--- src/hw/rtl/ugbp_queue.sv ---
// ugbp_queue: small register queue carrying packed payload bits
// depends on nothing
module ugbp_queue #(
  parameter int W = 8,
  parameter int DEPTH = 2,
  localparam int AW = (DEPTH > 1) ? $clog2(DEPTH) : 1,
  localparam int NW = $clog2(DEPTH + 1)
) (
  input  logic         clk,
  input  logic         rst,
  input  logic         wr,
  input  logic [W-1:0] wdata,
  output logic         full,
  input  logic         rd,
  output logic [W-1:0] rdata,
  output logic         empty
);

  logic [W-1:0]  buf_q [DEPTH];
  logic [AW-1:0] wptr;
  logic [AW-1:0] rptr;
  logic [NW-1:0] count;
  logic          do_wr;
  logic          do_rd;

  assign full  = (count == NW'(DEPTH));
  assign empty = (count == '0);
  assign rdata = buf_q[rptr];
  assign do_wr = wr && !full;
  assign do_rd = rd && !empty;

  always_ff @(posedge clk) begin
    if (rst) begin
      wptr  <= '0;
      rptr  <= '0;
      count <= '0;
    end else begin
      if (do_wr) begin
        wptr <= (wptr == AW'(DEPTH - 1)) ? '0 : wptr + 1'b1;
      end
      if (do_rd) begin
        rptr <= (rptr == AW'(DEPTH - 1)) ? '0 : rptr + 1'b1;
      end
      if (do_wr && !do_rd) begin
        count <= count + 1'b1;
      end else if (do_rd && !do_wr) begin
        count <= count - 1'b1;
      end
    end
    if (do_wr) begin
      buf_q[wptr] <= wdata;
    end
  end

endmodule

--- config.mk ---
export PLATFORM = sky130hd
export DESIGN_NAME = ugbp_queue
export DESIGN_NICKNAME = d
export VERILOG_FILES = /design/src/hw/rtl/ugbp_queue.sv
export SDC_FILE = /design/constraint.sdc
export NUM_CORES = 1
export LEC_CHECK = 0
export ABC_AREA = 1
export ABC_CLOCK_PERIOD_IN_PS = 1300
export BUFFER_PORTS_ARGS = -buffer_cell sky130_fd_sc_hd__buf_2
export CORE_UTILIZATION = 44
export DETAILED_ROUTE_END_ITERATION = 10
export PLACE_DENSITY = 0.83
export REMOVE_ABC_BUFFERS = 1
export SLEW_MARGIN = 10
export SYNTH_ARGS = -nofsm -noshare
export SYNTH_HDL_FRONTEND = slang
export SYNTH_SLANG_ARGS = --single-unit
--- constraint.sdc ---
create_clock -name clk -period 1.3 [get_ports clk]
set_input_delay 0.195 -clock clk [delete_from_list [all_inputs] [get_ports clk]]
set_output_delay 0.195 -clock clk [all_outputs]
set_load 0.01 [all_outputs]
==> impl_metrics.tcl <==
set metrics [dict create \
    path_buf_inv 1 \
    port_buffers 21 \
    synth_top_cell_area_share_pct 58.0 \
    yosys.area.top_type "edfxtp_1" \
    clkTransAtPathRegs_ns 0.11 \
    antenna_found_initial 0 \
    final_critical_path_setup_slack_ns -0.0961 \
    cp_max_fo 8 \
    finalClockSkew_ns 0.00954 \
    grt_pass1_vias 555 \
    dp.cells 112 \
    synth_area_leaders "edfxtp_1 58%, dfxtp_1 12%, mux2_2 11%" \
    multi_input_area_um2 274 \
    clock_sinks 21 \
    peakVddDrop_v 0.00131 \
    cts_buffers 3 \
    final_cells 120 \
    worstSkewPairLatency_ns 0.30 \
    fin_nets 109 \
    clock.fmax_ghz 0.716 \
    violations "negative setup slack" \
    hold_viol 0 \
    drt_first_iter_violations 6 \
    drc 0 \
    crit_arrival_ns 1.20 \
    post-dp-hpwl_um 1020 \
    design.die.area_um2 2060 \
    slew_headroom_pct 89.1 \
    clock_path_buffers 2 \
    grt_pass1_wl_um 2350 \
    yosysSeqAreaShare_pct 70.1 \
    drv_cap 0 \
    diodes 0 \
    setup_viol 8 \
    cp_top_family "flip-flops" \
    cp_cell_sequence "mux2_4 > buf_6" \
    layout-drive-gt1-share_pct 60.0 \
    cp_slowest_cell "dfxtp_4" \
    routabilityCongestion 0.713 \
    htree_levels 1 \
    crit_path_start_kind "flop" \
    yosysWarnings 0 \
    rows 15 \
    seqCellArea_um2 589 \
    layout_min_cycle_time_ns 1.40 \
    fillCellCount 127 \
    io_pins 22 \
    tightest_slew_ns 0.163 \
    via_per_inst 4.74 \
    cts_root_buf "clkbuf_4" \
    grt_max_degree 13 \
    slew_viol_final 0 \
    period_share_pct 107 \
    cp-end-kind "output pin" \
    crit_type "reg2out" \
    synthCells 62 \
    die-height_um 45.4 \
    r2r_slack_ns 0.02 \
    placed_area_um2 997 \
    ys_types 16 \
    status "finished, violations left" \
    power_per_cell_area_nw_per_um2 1910 \
    core-area_um2 1750 \
    netlist_area_um2 828 \
    min_path_type "in2reg" \
    vias 569 \
    fin_area_um2 1200 \
    syn_avg_cell_area_um2 13.4 \
    avgRoutedWirePerCell_um 13.1 \
    dr.pass1.iters 4 \
    die_w_um 45.4 \
    required_ns 1.11 \
    rsz0062_at_grt "true" \
    p_leak_nw 0.508 \
    synth-seq-cells 21 \
    slowest_delay_ns 0.45 \
    grt_usage_pct 17.7 \
    wl_um 1570 \
    syn_to_final_growth_pct 44.7 \
    gr-total-overflow 0 \
    start_util_pct 47.5 \
    ant_nets 0 \
    cts_tree "built" \
]
-- power by group --
part	internal [W]	switching (W)
Clock	0.000115	0.000185
Combinational	0.000586	0.000426
Sequential	0.000874	0.000104
Total	0.00157	0.000715
-- synthesized netlist by cell type --
master and count:
buf_2 1, inv_1 7, edfxtp_1 16, nand3_1 1, o21ai_2 2, nand4_1 1
o21ai_0 2, dfxtp_1 5, nand2_1 4, a21oi_1 1, inv_2 2, and2_4 1
mux2_2 8, ha_1 1, nor2_1 9, o21ai_1 1
-- flip-flops by register name, indices dropped and copies added, names as in the netlist, named ones only --
name,cells
rptr,1
wptr,1
count,2
buf_q,16
-- worst paths after layout --
kind,start,endpoint,cells after the start
worst min register to register,rptr,rptr,3
worst min-delay path,wdata[4],buf_q[0][4],1
worst max-delay path,flop,rdata[2],2
worst max register to register,count[1],buf_q[1][6],6
-- logic make-up (layout without fill, tap and decap cells) --
| kind of cell | after synthesis | in the layout | share of synthesized area (%) |
|---|---|---|---|
| simple gates | 16 | 16 | 8.31 |
| mux | 8 | 8 | 10.9 |
| buf+inv | 10 | 43 | 4.68 |
| fa+ha+maj | 1 | 1 | 1.51 |
| flops | 21 | 21 | 70.1 |
| compound gates | 6 | 6 | 4.53 |
-- layout by cell type (no fill, tap or decap) --
cell type	count
nand4_1	1
inv_4	1
o21ai_4	1
ha_4	1
nand2_1	3
dfxtp_4	2
dfxtp_2	1
clkinv_2	1
nor2_4	1
and2_4	1
inv_2	3
buf_4	6
edfxtp_1	16
o21ai_2	1
buf_2	12
nand2_2	1
inv_1	5
nor2_1	6
nand3_1	1
buf_6	12
o21ai_1	2
clkbuf_4	3
o21ai_0	1
nor2_2	2
mux2_4	8
a21oi_1	1
dfxtp_1	2
-- per-stage QoR --
stage               setup TNS, ns  total power [W]  setup slack (ns)  util (%)  hold slack [ns]
floorplan                  -0.338          0.00133           -0.0212         -            0.294
global placement                0          0.00155            0.0139      57.1            0.383
detailed placement        -0.0456          0.00159           -0.0456      57.1            0.387
CTS                        -0.761          0.00207           -0.0988      64.1           0.0692
global route                -1.10          0.00243            -0.137      68.7           0.0541
finish                     -0.670          0.00229           -0.0961      68.7           0.0796
-- layout make-up --
cell class              instances  share of cell area (%)
flip-flops and latches         21                    49.2
clock buffers                   3                    1.88
inverters                       9                    3.03
clock inverters                 1                   0.418
multi-input cells              31                    22.9
repair buffers                 30                    20.0
well taps                      25                    2.61
-- metal layers --
metal / GRT usage, % / wire, µm
met3: 3.97 / 69
met1: 16.9 / 579
met4: 14.5 / 48
met5: 0 / 0
met2: 31.7 / 872
-- repair_timing --
item	in CTS	in global routing
resized for setup	20	17
setup buffers	1	3
pin swaps	0	6
hold endpoints to repair	0	0
endpoints found under the setup margin	10	11
hold buffers	0	0
No activity file was read; power rests on OpenSTA's default activity.
