$ cat src/hw/rtl/ugbp_pkg.sv
// ugbp_pkg: shared types, codes and defaults of the uniform grid broad phase
// depends on nothing; imported by the front, the back, the top and the checker
package ugbp_pkg;

  localparam int DEF_MAX_OBJECTS = 32;
  localparam int DEF_CELL_SLOTS  = 8;
  localparam int DEF_MAX_COLS    = 16;
  localparam int DEF_MAX_ROWS    = 16;

  localparam int COORD_W   = 8;
  localparam int CSIZE_W   = 23;
  localparam int COUNT_W   = 5;
  localparam int CFG_IDX_W = 2;
  localparam int BOX_W     = 24;

  localparam logic [CFG_IDX_W-1:0] REG_CELL_SIZE = 2'd0;
  localparam logic [CFG_IDX_W-1:0] REG_GRID_COLS = 2'd1;
  localparam logic [CFG_IDX_W-1:0] REG_GRID_ROWS = 2'd2;

  localparam logic [2:0] OP_ADD    = 3'd0;
  localparam logic [2:0] OP_REMOVE = 3'd1;
  localparam logic [2:0] OP_QUERY  = 3'd2;
  localparam logic [2:0] OP_REGION = 3'd3;
  localparam logic [2:0] OP_CLEAR  = 3'd4;

  localparam logic [2:0] ST_OK       = 3'd0;
  localparam logic [2:0] ST_DUP      = 3'd1;
  localparam logic [2:0] ST_NOTFOUND = 3'd2;
  localparam logic [2:0] ST_FULL     = 3'd3;
  localparam logic [2:0] ST_CELL_OVF = 3'd4;

  typedef struct packed {
    logic [2:0]              operation;
    logic [31:0]             object_id;
    logic signed [BOX_W-1:0] box_min_x;
    logic signed [BOX_W-1:0] box_min_y;
    logic signed [BOX_W-1:0] box_max_x;
    logic signed [BOX_W-1:0] box_max_y;
    logic [31:0]             layer_bits;
    logic [31:0]             mask_bits;
  } in_item_t;

  typedef struct packed {
    logic [2:0]  status;
    logic        hit_valid;
    logic [31:0] hit_id;
    logic        last;
  } out_item_t;

  // classified command handed from front to back
  typedef struct packed {
    logic [2:0]         op;
    logic [31:0]        object_id;
    logic [31:0]        layer_bits;
    logic [31:0]        mask_bits;
    logic [COORD_W-1:0] x0;
    logic [COORD_W-1:0] y0;
    logic [COORD_W-1:0] x1;
    logic [COORD_W-1:0] y1;
  } cmd_t;

  typedef struct packed {
    logic [31:0]        id;
    logic [31:0]        layer;
    logic [31:0]        mask;
    logic [COORD_W-1:0] x0;
    logic [COORD_W-1:0] y0;
    logic [COORD_W-1:0] x1;
    logic [COORD_W-1:0] y1;
  } slot_t;

  function automatic logic [COORD_W:0] eff_count(input logic [COUNT_W-1:0] r, input int mx);
    logic [COORD_W:0] v;
    if (r == '0) v = (COORD_W+1)'(1);
    else if (int'(r) > mx) v = (COORD_W+1)'(mx);
    else v = (COORD_W+1)'(r);
    return v;
  endfunction

endpackage

$ cat src/hw/rtl/ugbp_front.sv
// ugbp_front: accepts items, holds the grid registers, maps box corners to cells
// depends on ugbp_pkg
module ugbp_front #(
  parameter int MAX_COLS = ugbp_pkg::DEF_MAX_COLS,
  parameter int MAX_ROWS = ugbp_pkg::DEF_MAX_ROWS
) (
  input  logic                           clk,
  input  logic                           rst,
  input  logic                           push,
  input  ugbp_pkg::in_item_t             item,
  output logic                           full,
  input  logic                           cfg_we,
  input  logic [ugbp_pkg::CFG_IDX_W-1:0] cfg_index,
  input  logic [ugbp_pkg::CSIZE_W-1:0]   cfg_data,
  output logic                           cmd_push,
  output ugbp_pkg::cmd_t                 cmd,
  input  logic                           cmd_full
);
  import ugbp_pkg::*;

  typedef enum logic [1:0] {F_IDLE, F_DIV, F_PUSH} fstate_t;

  fstate_t             st;
  in_item_t            itm;
  logic [CSIZE_W-1:0]  cell_size;
  logic [COUNT_W-1:0]  grid_cols;
  logic [COUNT_W-1:0]  grid_rows;
  logic [CSIZE_W-1:0]  cs;
  logic [4:0]          step;
  logic [CSIZE_W-1:0]  dvd [4];
  logic [CSIZE_W-1:0]  rem [4];
  logic [CSIZE_W-1:0]  quo [4];
  logic [3:0]          neg;
  logic [CSIZE_W-1:0]  dvd_next [4];
  logic [CSIZE_W-1:0]  rem_next [4];
  logic [CSIZE_W-1:0]  quo_next [4];
  logic [CSIZE_W:0]    rsh [4];
  logic [COORD_W-1:0]  lim_x;
  logic [COORD_W-1:0]  lim_y;
  logic [COORD_W-1:0]  cell_idx [4];
  logic [BOX_W-1:0]    corner [4];
  logic [COORD_W:0]    cols_eff;
  logic [COORD_W:0]    rows_eff;

  assign full = (st != F_IDLE);
  assign corner[0] = item.box_min_x;
  assign corner[1] = item.box_min_y;
  assign corner[2] = item.box_max_x;
  assign corner[3] = item.box_max_y;

  assign cols_eff = eff_count(grid_cols, MAX_COLS);
  assign rows_eff = eff_count(grid_rows, MAX_ROWS);
  assign lim_x = COORD_W'(cols_eff - 1'b1);
  assign lim_y = COORD_W'(rows_eff - 1'b1);

  // one restoring divide step per lane and cycle
  always_comb begin
    for (int k = 0; k < 4; k++) begin
      rsh[k] = {rem[k], dvd[k][CSIZE_W-1]};
      if (rsh[k] >= {1'b0, cs}) begin
        rem_next[k] = CSIZE_W'(rsh[k] - {1'b0, cs});
        quo_next[k] = {quo[k][CSIZE_W-2:0], 1'b1};
      end else begin
        rem_next[k] = CSIZE_W'(rsh[k]);
        quo_next[k] = {quo[k][CSIZE_W-2:0], 1'b0};
      end
      dvd_next[k] = {dvd[k][CSIZE_W-2:0], 1'b0};
    end
    for (int k = 0; k < 4; k++) begin
      if (neg[k]) begin
        cell_idx[k] = '0;
      end else if (k % 2 == 0) begin
        cell_idx[k] = (quo[k] > CSIZE_W'(lim_x)) ? lim_x : COORD_W'(quo[k]);
      end else begin
        cell_idx[k] = (quo[k] > CSIZE_W'(lim_y)) ? lim_y : COORD_W'(quo[k]);
      end
    end
    cmd.op         = itm.operation;
    cmd.object_id  = itm.object_id;
    cmd.layer_bits = itm.layer_bits;
    cmd.mask_bits  = itm.mask_bits;
    cmd.x0         = cell_idx[0];
    cmd.y0         = cell_idx[1];
    cmd.x1         = cell_idx[2];
    cmd.y1         = cell_idx[3];
  end

  assign cmd_push = (st == F_PUSH);

  always_ff @(posedge clk) begin
    if (rst) begin
      st        <= F_IDLE;
      cell_size <= CSIZE_W'(8192);
      grid_cols <= COUNT_W'(16);
      grid_rows <= COUNT_W'(16);
    end else begin
      if (cfg_we) begin
        case (cfg_index)
          REG_CELL_SIZE: cell_size <= cfg_data;
          REG_GRID_COLS: grid_cols <= cfg_data[COUNT_W-1:0];
          REG_GRID_ROWS: grid_rows <= cfg_data[COUNT_W-1:0];
          default: ;
        endcase
      end
      unique case (st)
        F_IDLE: begin
          if (push) begin
            itm  <= item;
            cs   <= (cell_size == '0) ? CSIZE_W'(1) : cell_size;
            step <= '0;
            for (int k = 0; k < 4; k++) begin
              neg[k] <= corner[k][BOX_W-1];
              dvd[k] <= corner[k][CSIZE_W-1:0];
              rem[k] <= '0;
              quo[k] <= '0;
            end
            st <= F_DIV;
          end
        end
        F_DIV: begin
          for (int k = 0; k < 4; k++) begin
            dvd[k] <= dvd_next[k];
            rem[k] <= rem_next[k];
            quo[k] <= quo_next[k];
          end
          step <= step + 1'b1;
          if (step == 5'(CSIZE_W - 1)) begin
            st <= F_PUSH;
          end
        end
        F_PUSH: begin
          if (!cmd_full) begin
            st <= F_IDLE;
          end
        end
        default: st <= F_IDLE;
      endcase
    end
  end

endmodule

$ cat config.mk
export PLATFORM = sky130hd
export DESIGN_NAME = ugbp_front
export DESIGN_NICKNAME = d
export VERILOG_FILES = /design/src/hw/rtl/ugbp_pkg.sv /design/src/hw/rtl/ugbp_front.sv
export SDC_FILE = /design/constraint.sdc
export NUM_CORES = 1
export LEC_CHECK = 0
export ABC_AREA = 1
export BUFFER_PORTS_ARGS = -buffer_cell sky130_fd_sc_hd__buf_4
export CAP_MARGIN = 40
export CORE_UTILIZATION = 60
export CTS_CLUSTER_SIZE = 14
export DETAILED_ROUTE_END_ITERATION = 8
export HOLD_SLACK_MARGIN = 0.15
export PLACE_DENSITY_LB_ADDON = 0.25
export SLEW_MARGIN = 40
export SYNTH_ARGS = -nofsm -noshare
export SYNTH_HDL_FRONTEND = slang
export SYNTH_SLANG_ARGS = --single-unit
$ cat constraint.sdc
create_clock -name clk -period 25.3 [get_ports clk]
set_input_delay 6.325 -clock clk [delete_from_list [all_inputs] [get_ports clk]]
set_output_delay 6.325 -clock clk [all_outputs]
set_load 0.03 [all_outputs]
==> run_results.csv, run 1 <==
group,metric,value,unit
placement,dp_slack,15.29,ns
final_layout,multi_input_area,9040,um^2
power,leakage,12.1,nW
final_layout,regArea,12900,um^2
placement,place_hpwl,43.1,mm
route,first_pass_iters,7,
timing,skew,0.0167,ns
synth,synth_top_family_by_area,"simple AND/OR/NAND/NOR gates",
synth,async_reset_ff_frac,0,
run,cap_violations,0,
route,via_count,18855,
placement,port_buffers,357,
timing,fin_tns_setup,0,ns
floorplan,die_h,199,um
synth,yosys_warnings,0,
final_layout,stdcell_count,3283,
route,antenna_left,0,
synth,synth.avg_cell_area,9.74,um^2
setup_path,rrSetupSlack,21.30,ns
route,drtIter0Drc,1611,
timing,slew_headroom,0.459,
placement,dp_cells,3193,
synth,ys.flop_type,"edfxtp_1",
grt,overflow,0,
floorplan,ioPinCount,358,
clock_tree,tritoncts,"done",
final_layout,diodes,0,
worst_hold_path,hold_path.class,"flip-flop to flip-flop",
clock_tree,htreeDepth,2,
clock_tree,cts-root-buf,"clkbuf_16",
route,routed_wirelength,61.0,mm
clock_tree,cts.sinks,442,
timing,hold_viol,0,
synth,synth.area.mux_share,0,
route,drc,0,
placement,gp_congestion,0.969,
clock_tree,postCtsSetupBuffers,0,
clock_tree,clk_pin_slew_worst_paths,0.06,ns
route,via_per_inst,5.74,
synth,yosysSeqAreaShare,0.553,
clock_tree,cts-resized-gates,0,
floorplan,core,37900,um^2
floorplan,floorplan.die_area,39600,um^2
synth,synth.distinct_cells,51,
final_layout,drive_gt1_frac,0.175,
floorplan,die_w,199,um
grt,groute.usage.overall,0.307,
grt,grt_first_pass_wirelength,93.9,mm
power,power_density,68.0,nW/um^2
synth,synthAdderAreaFrac,0.0679,
timing,fin_crit_sh,0.397,
synth,syn-cell-area,23300,um^2
clock_tree,clkLatencyLatePin,0.58,ns
setup_path,crit_arrival,3.72,ns
final_layout,nets,3084,
grt,grt_pass1_vias,18003,
timing,whs,0.451,ns
setup_path,cp-end-kind,"output pin",
synth,synth-seq-cells,442,
clock_tree,numCtsBuffers,47,
timing,tightest_slew,0.806,ns
setup_path,worstSetupStartpointType,"flip-flop",
clock_tree,cts_hold_buf,0,
timing,min_period,10.05,ns
floorplan,row_count,71,
grt,grt_antenna_before_repair,0,
timing,grt_setup_unrepaired,"false",
timing,fmax,99.5,MHz
synth,synth_xor_area_frac,0.0278,
power,total_power,1.91,mW
timing,maxSlewViolCount,0,
setup_path,crit_type,"flip-flop to output pin",
final_layout,syn2layout_area_growth,20.4,%
setup_path,cp_max_fo,10,
synth,syn_inst,2392,
synth,yosys.area_share.simple,0.159,
clock_tree,clock_path_buffers,3,
floorplan,start_util,0.614,
grt,grt_max_degree,101,
outcome,status,"completed",
timing,setup_viol_count_final,0,
setup_path,cp_data_required_time,18.98,ns
final_layout,fillCellCount,2612,
synth,synth_compound_area_frac,0.131,
power,peakVddDrop,0.0654,mV
synth,synth_edf_count,404,
route,wl_per_cell,18.6,um
timing,setup_slack,15.25,ns
==> worst max-delay path, cell delays in order (launching register included) <==
cell	delay, ns
dfxtp_1	0.33
nor2_1	0.10
nand2_1	0.07
nand2_1	0.06
nand2_1	0.16
ha_1	0.24
inv_1	0.09
xor2_1	0.21
inv_1	0.14
ha_1	0.33
nand2_1	0.07
or2_2	0.27
a21oi_1	0.14
nand4_1	0.11
nand3_1	0.10
nand2_1	0.06
nand2_1	0.07
nand2_2	0.10
inv_1	0.15
nor2_1	0.06
nor2_1	0.13
buf_4	0.17
==> synthesized netlist by cell type, drive strengths merged (8+ instances only) <==
cell type	instances	share of area
nor3	37	0.0082
o21bai	23	0.0074
o21ai	195	0.043
xor2	41	0.015
inv	277	0.045
dfxtp	38	0.033
edfxtp	404	0.52
xnor2	33	0.012
nor4	23	0.0074
nand3	85	0.020
buf	27	0.0076
nor2	299	0.048
ha	120	0.064
nand4	34	0.0091
nand2	373	0.061
clkbuf	59	0.0095
a21oi	199	0.043
a211oi	8	0.0026
a22o	66	0.025
==> path summary, 6_finish.rpt <==
kind	start	to	cells past startpoint
setup reg to reg	st[1]	rem[0][3]	8
hold reg to reg	cell_size[9]	cs[9]	0
hold / removal	cell_size[9]	cs[9]	0
setup / recovery	grid_cols[1]	cmd[10]	21
==> layer usage <==
layer  wire length [um]  vias up  global-route usage
li1                   -     8997                   -
met1              25100     8891               0.415
met2              28500      834               0.489
met3               5570      133              0.0677
met4               1820        0               0.109
met5                  0        -                   0
==> kinds of logic after synthesis <==
kind of cell | count (synthesis)
buffers and inverters | 363
AOI/OAI and AO/OA | 520
DFF | 442
xor gates and xnor gates | 74
and+or+nand+nor | 868
adders and majority gates | 124
other | 1
==> layout by cell type, fill, tap and decap left out, types with 8 or more instances in the layout <==
cell       synthesis  layout
xnor2_1           33      33
clkbuf_16          0      50
o21bai_1          23      23
a211oi_1           8       8
dfxtp_1           38      38
nand2_2           11      11
nor3_1            36      35
inv_1            272     271
xor2_1            41      41
nor4_1            20      20
a21oi_1          197     197
a22o_1            66      66
o21ai_0          153     153
nor2_1           299     297
clkbuf_1          59      13
nand2_1          362     361
ha_1             120     120
buf_4              4     362
nand3_1           80      80
edfxtp_1         404     404
o21ai_1           37      37
conb_1             1       8
nand4_1           34      34
==> state kept, by name (all words and copies together), names as in the netlist <==
| name | count |
|---|---|
| cell_size | 23 |
| cmd | 99 |
| cs | 23 |
| dvd | 92 |
| grid_cols | 5 |
| grid_rows | 5 |
| neg | 4 |
| quo | 92 |
| rem | 92 |
| st | 2 |
| step | 5 |
==> cell type report <==
class                   count  area share
repair buffers            373       0.103
inverters                 277      0.0371
clock buffers              69      0.0493
multi-input cells        1594       0.322
clock inverters            17     0.00678
flip-flops and latches    442       0.459
well taps                 511      0.0228
==> report_power, final <==
part           internal, mW  switching [mW]
registers             0.857          0.0238
logic                 0.119           0.209
clock network         0.412           0.289
==> through the flow <==
stage,util,cell area (um^2)
2_1_floorplan,-,23300
3_5_place_dp,0.696,26400
5_1_grt,0.740,28100
3_3_place_gp,0.695,26400
4_1_cts,0.738,28000
6_report,0.740,28100
(Power assumes the default switching activity.)
==> inputs of run 2 (changes only) <==
--- a/config.mk
+++ b/config.mk
@@ -8,7 +8,7 @@
 export ABC_AREA = 1
 export BUFFER_PORTS_ARGS = -buffer_cell sky130_fd_sc_hd__buf_4
 export CAP_MARGIN = 40
-export CORE_UTILIZATION = 60
+export CORE_UTILIZATION = 58
 export CTS_CLUSTER_SIZE = 14
 export DETAILED_ROUTE_END_ITERATION = 8
 export HOLD_SLACK_MARGIN = 0.15
==> constraint.sdc (replaced) <==
create_clock -name clk -period 9.6 [get_ports clk]
set_input_delay 2.4 -clock clk [delete_from_list [all_inputs] [get_ports clk]]
set_output_delay 2.4 -clock clk [all_outputs]
set_load 0.03 [all_outputs]
==> run_results.csv, run 2 (synthesized netlist as in run 1, its figures left out) <==
group,metric,value,unit
outcome,status,"complete, but fails checks",
outcome,violations,"design-rule violations",
final_layout,syn2layout_area_growth,20.1,%
power,power_density,177,nW/um^2
final_layout,diodes,0,
placement,place_hpwl,42.8,mm
placement,port_buffers,357,
timing,fmax,163,MHz
timing,min_period,6.12,ns
setup_path,rrSetupSlack,6.17,ns
setup_path,cp-startpoint,"grid_cols[1]",
placement,gp_congestion,1.01,
clock_tree,cts-resized-gates,0,
grt,grt_antenna_before_repair,0,
final_layout,drive_gt1_frac,0.175,
setup_path,crit_arrival,3.72,ns
setup_path,cp_max_fo,10,
final_layout,final_cell_mix,"404 x edfxtp_1, 361 x nand2_1, 359 x buf_4",
route,routed_wirelength,60.4,mm
clock_tree,htreeDepth,2,
setup_path,crit_chain,"nor2_1 -> nand2_1 -> nand2_1 -> nand2_1 -> ha_1 -> inv_1 -> xor2_1 -> inv_1 -> ha_1 -> nand2_1 -> or2_2 -> a21oi_1 -> nand4_1 -> nand3_1 -> nand2_1 -> nand2_1 -> nand2_2 -> inv_1 -> nor2_1 -> nor2_1 -> buf_4",
setup_path,cp_num_buf_inv,4,
route,wl_per_cell,18.4,um
final_layout,final_common_cell,"edfxtp_1",
timing,fin_tns_setup,0,ns
clock_tree,tritoncts,"done",
floorplan,die_w,202,um
setup_path,reg2reg_depth,8,
setup_path,crit_family,"simple AND/OR/NAND/NOR gates",
clock_tree,clock_path_buffers,3,
grt,overflow,0,
setup_path,r2r_end,"dvd[3][11]",
route,drtIter0Drc,1535,
final_layout,fillCellCount,2930,
floorplan,core,39600,um^2
clock_tree,clkLatencyLatePin,0.60,ns
timing,fin_crit_sh,0.638,
clock_tree,numCtsBuffers,47,
placement,dp_cells,3205,
setup_path,critPathCapture,"cmd[10]",
grt,grt_max_degree,148,
final_layout,multi_input_area,9050,um^2
clock_tree,cts.sinks,442,
run,cap_violations,0,
setup_path,crit_top_cell,"nand2_1",
timing,hold_viol,0,
clock_tree,postCtsSetupBuffers,0,
setup_path,r2r_start,"st[1]",
grt,grt_pass1_vias,18131,
floorplan,die_h,202,um
floorplan,row_count,73,
route,via_per_inst,5.71,
timing,setup_viol_count_final,0,
route,first_pass_iters,8,
grt,grt_first_pass_wirelength,94.3,mm
floorplan,start_util,0.588,
timing,maxSlewViolCount,0,
power,peakVddDrop,0.192,mV
final_layout,stdcell_count,3290,
timing,setup_slack,3.48,ns
final_layout,regArea,12900,um^2
setup_path,cp.depth,21,
clock_tree,cts_hold_buf,0,
setup_path,cp_data_required_time,7.20,ns
floorplan,floorplan.die_area,41000,um^2
placement,dp_slack,3.91,ns
timing,skew,0.0234,ns
grt,groute.usage.overall,0.293,
worst_hold_path,hold_path.class,"flip-flop to flip-flop",
final_layout,largest_reg_flops,99,
power,leakage,12.0,nW
setup_path,slowest_delay,0.33,ns
setup_path,cp_slowest_cell,"dfxtp_1",
route,antenna_left,0,
timing,slew_headroom,0.448,
route,via_count,18772,
setup_path,worstSetupStartpointType,"flip-flop",
clock_tree,cts-root-buf,"clkbuf_16",
timing,grt_setup_unrepaired,"false",
clock_tree,clk_pin_slew_worst_paths,0.06,ns
floorplan,ioPinCount,358,
setup_path,cp-end-kind,"output pin",
final_layout,nets,3078,
timing,tightest_slew,0.822,ns
setup_path,crit_type,"flip-flop to output pin",
route,drc,2,
==> run 2: worst min-delay path by stage <==
stage | startpoint | endpoint | slack, ns | depth (start not counted)
after floorplan | cell_size[0] | cell_size[0] | 0.44 | 2
after global placement | cell_size[5] | cs[5] | 0.43 | 0
after CTS | cell_size[5] | cs[5] | 0.45 | 0
after detailed placement | cell_size[5] | cs[5] | 0.44 | 0
after global routing | cell_size[5] | cs[5] | 0.46 | 0
final | cell_size[5] | cs[5] | 0.46 | 0
==> run 2: routing by layer <==
layer | vias up | wire (um) | global-route usage
met3 | 123 | 4250 | 0.0440
met2 | 727 | 28700 | 0.472
met5 | - | 0 | 0
li1 | 8982 | - | -
met1 | 8940 | 25700 | 0.404
met4 | 0 | 1710 | 0.104
==> run 2: stage by stage <==
step | utilization | hold slack, ns | instance area [um^2] | power (mW)
global route | 0.706 | 0.459 | 28000 | 5.14
global placement | 0.666 | 0.435 | 26400 | 3.17
detailed placement | 0.668 | 0.440 | 26500 | 3.20
CTS | 0.705 | 0.452 | 28000 | 4.96
finish | 0.706 | 0.455 | 28000 | 4.96
floorplan | - | 0.438 | 23300 | 2.94
==> run 2: where the power goes <==
group | internal [mW] | switching [mW]
clock network | 1.00 | 0.773
logic | 0.311 | 0.548
registers | 2.26 | 0.0641
total | 3.57 | 1.39
==> run 2: cell type report <==
cell class,instances,area share
Tap cell,525,0.0235
Timing Repair Buffer,367,0.102
Multi-Input combinational cell,1594,0.324
Clock inverter,30,0.00769
Clock buffer,55,0.0453
Inverter,277,0.0372
Sequential cell,442,0.461
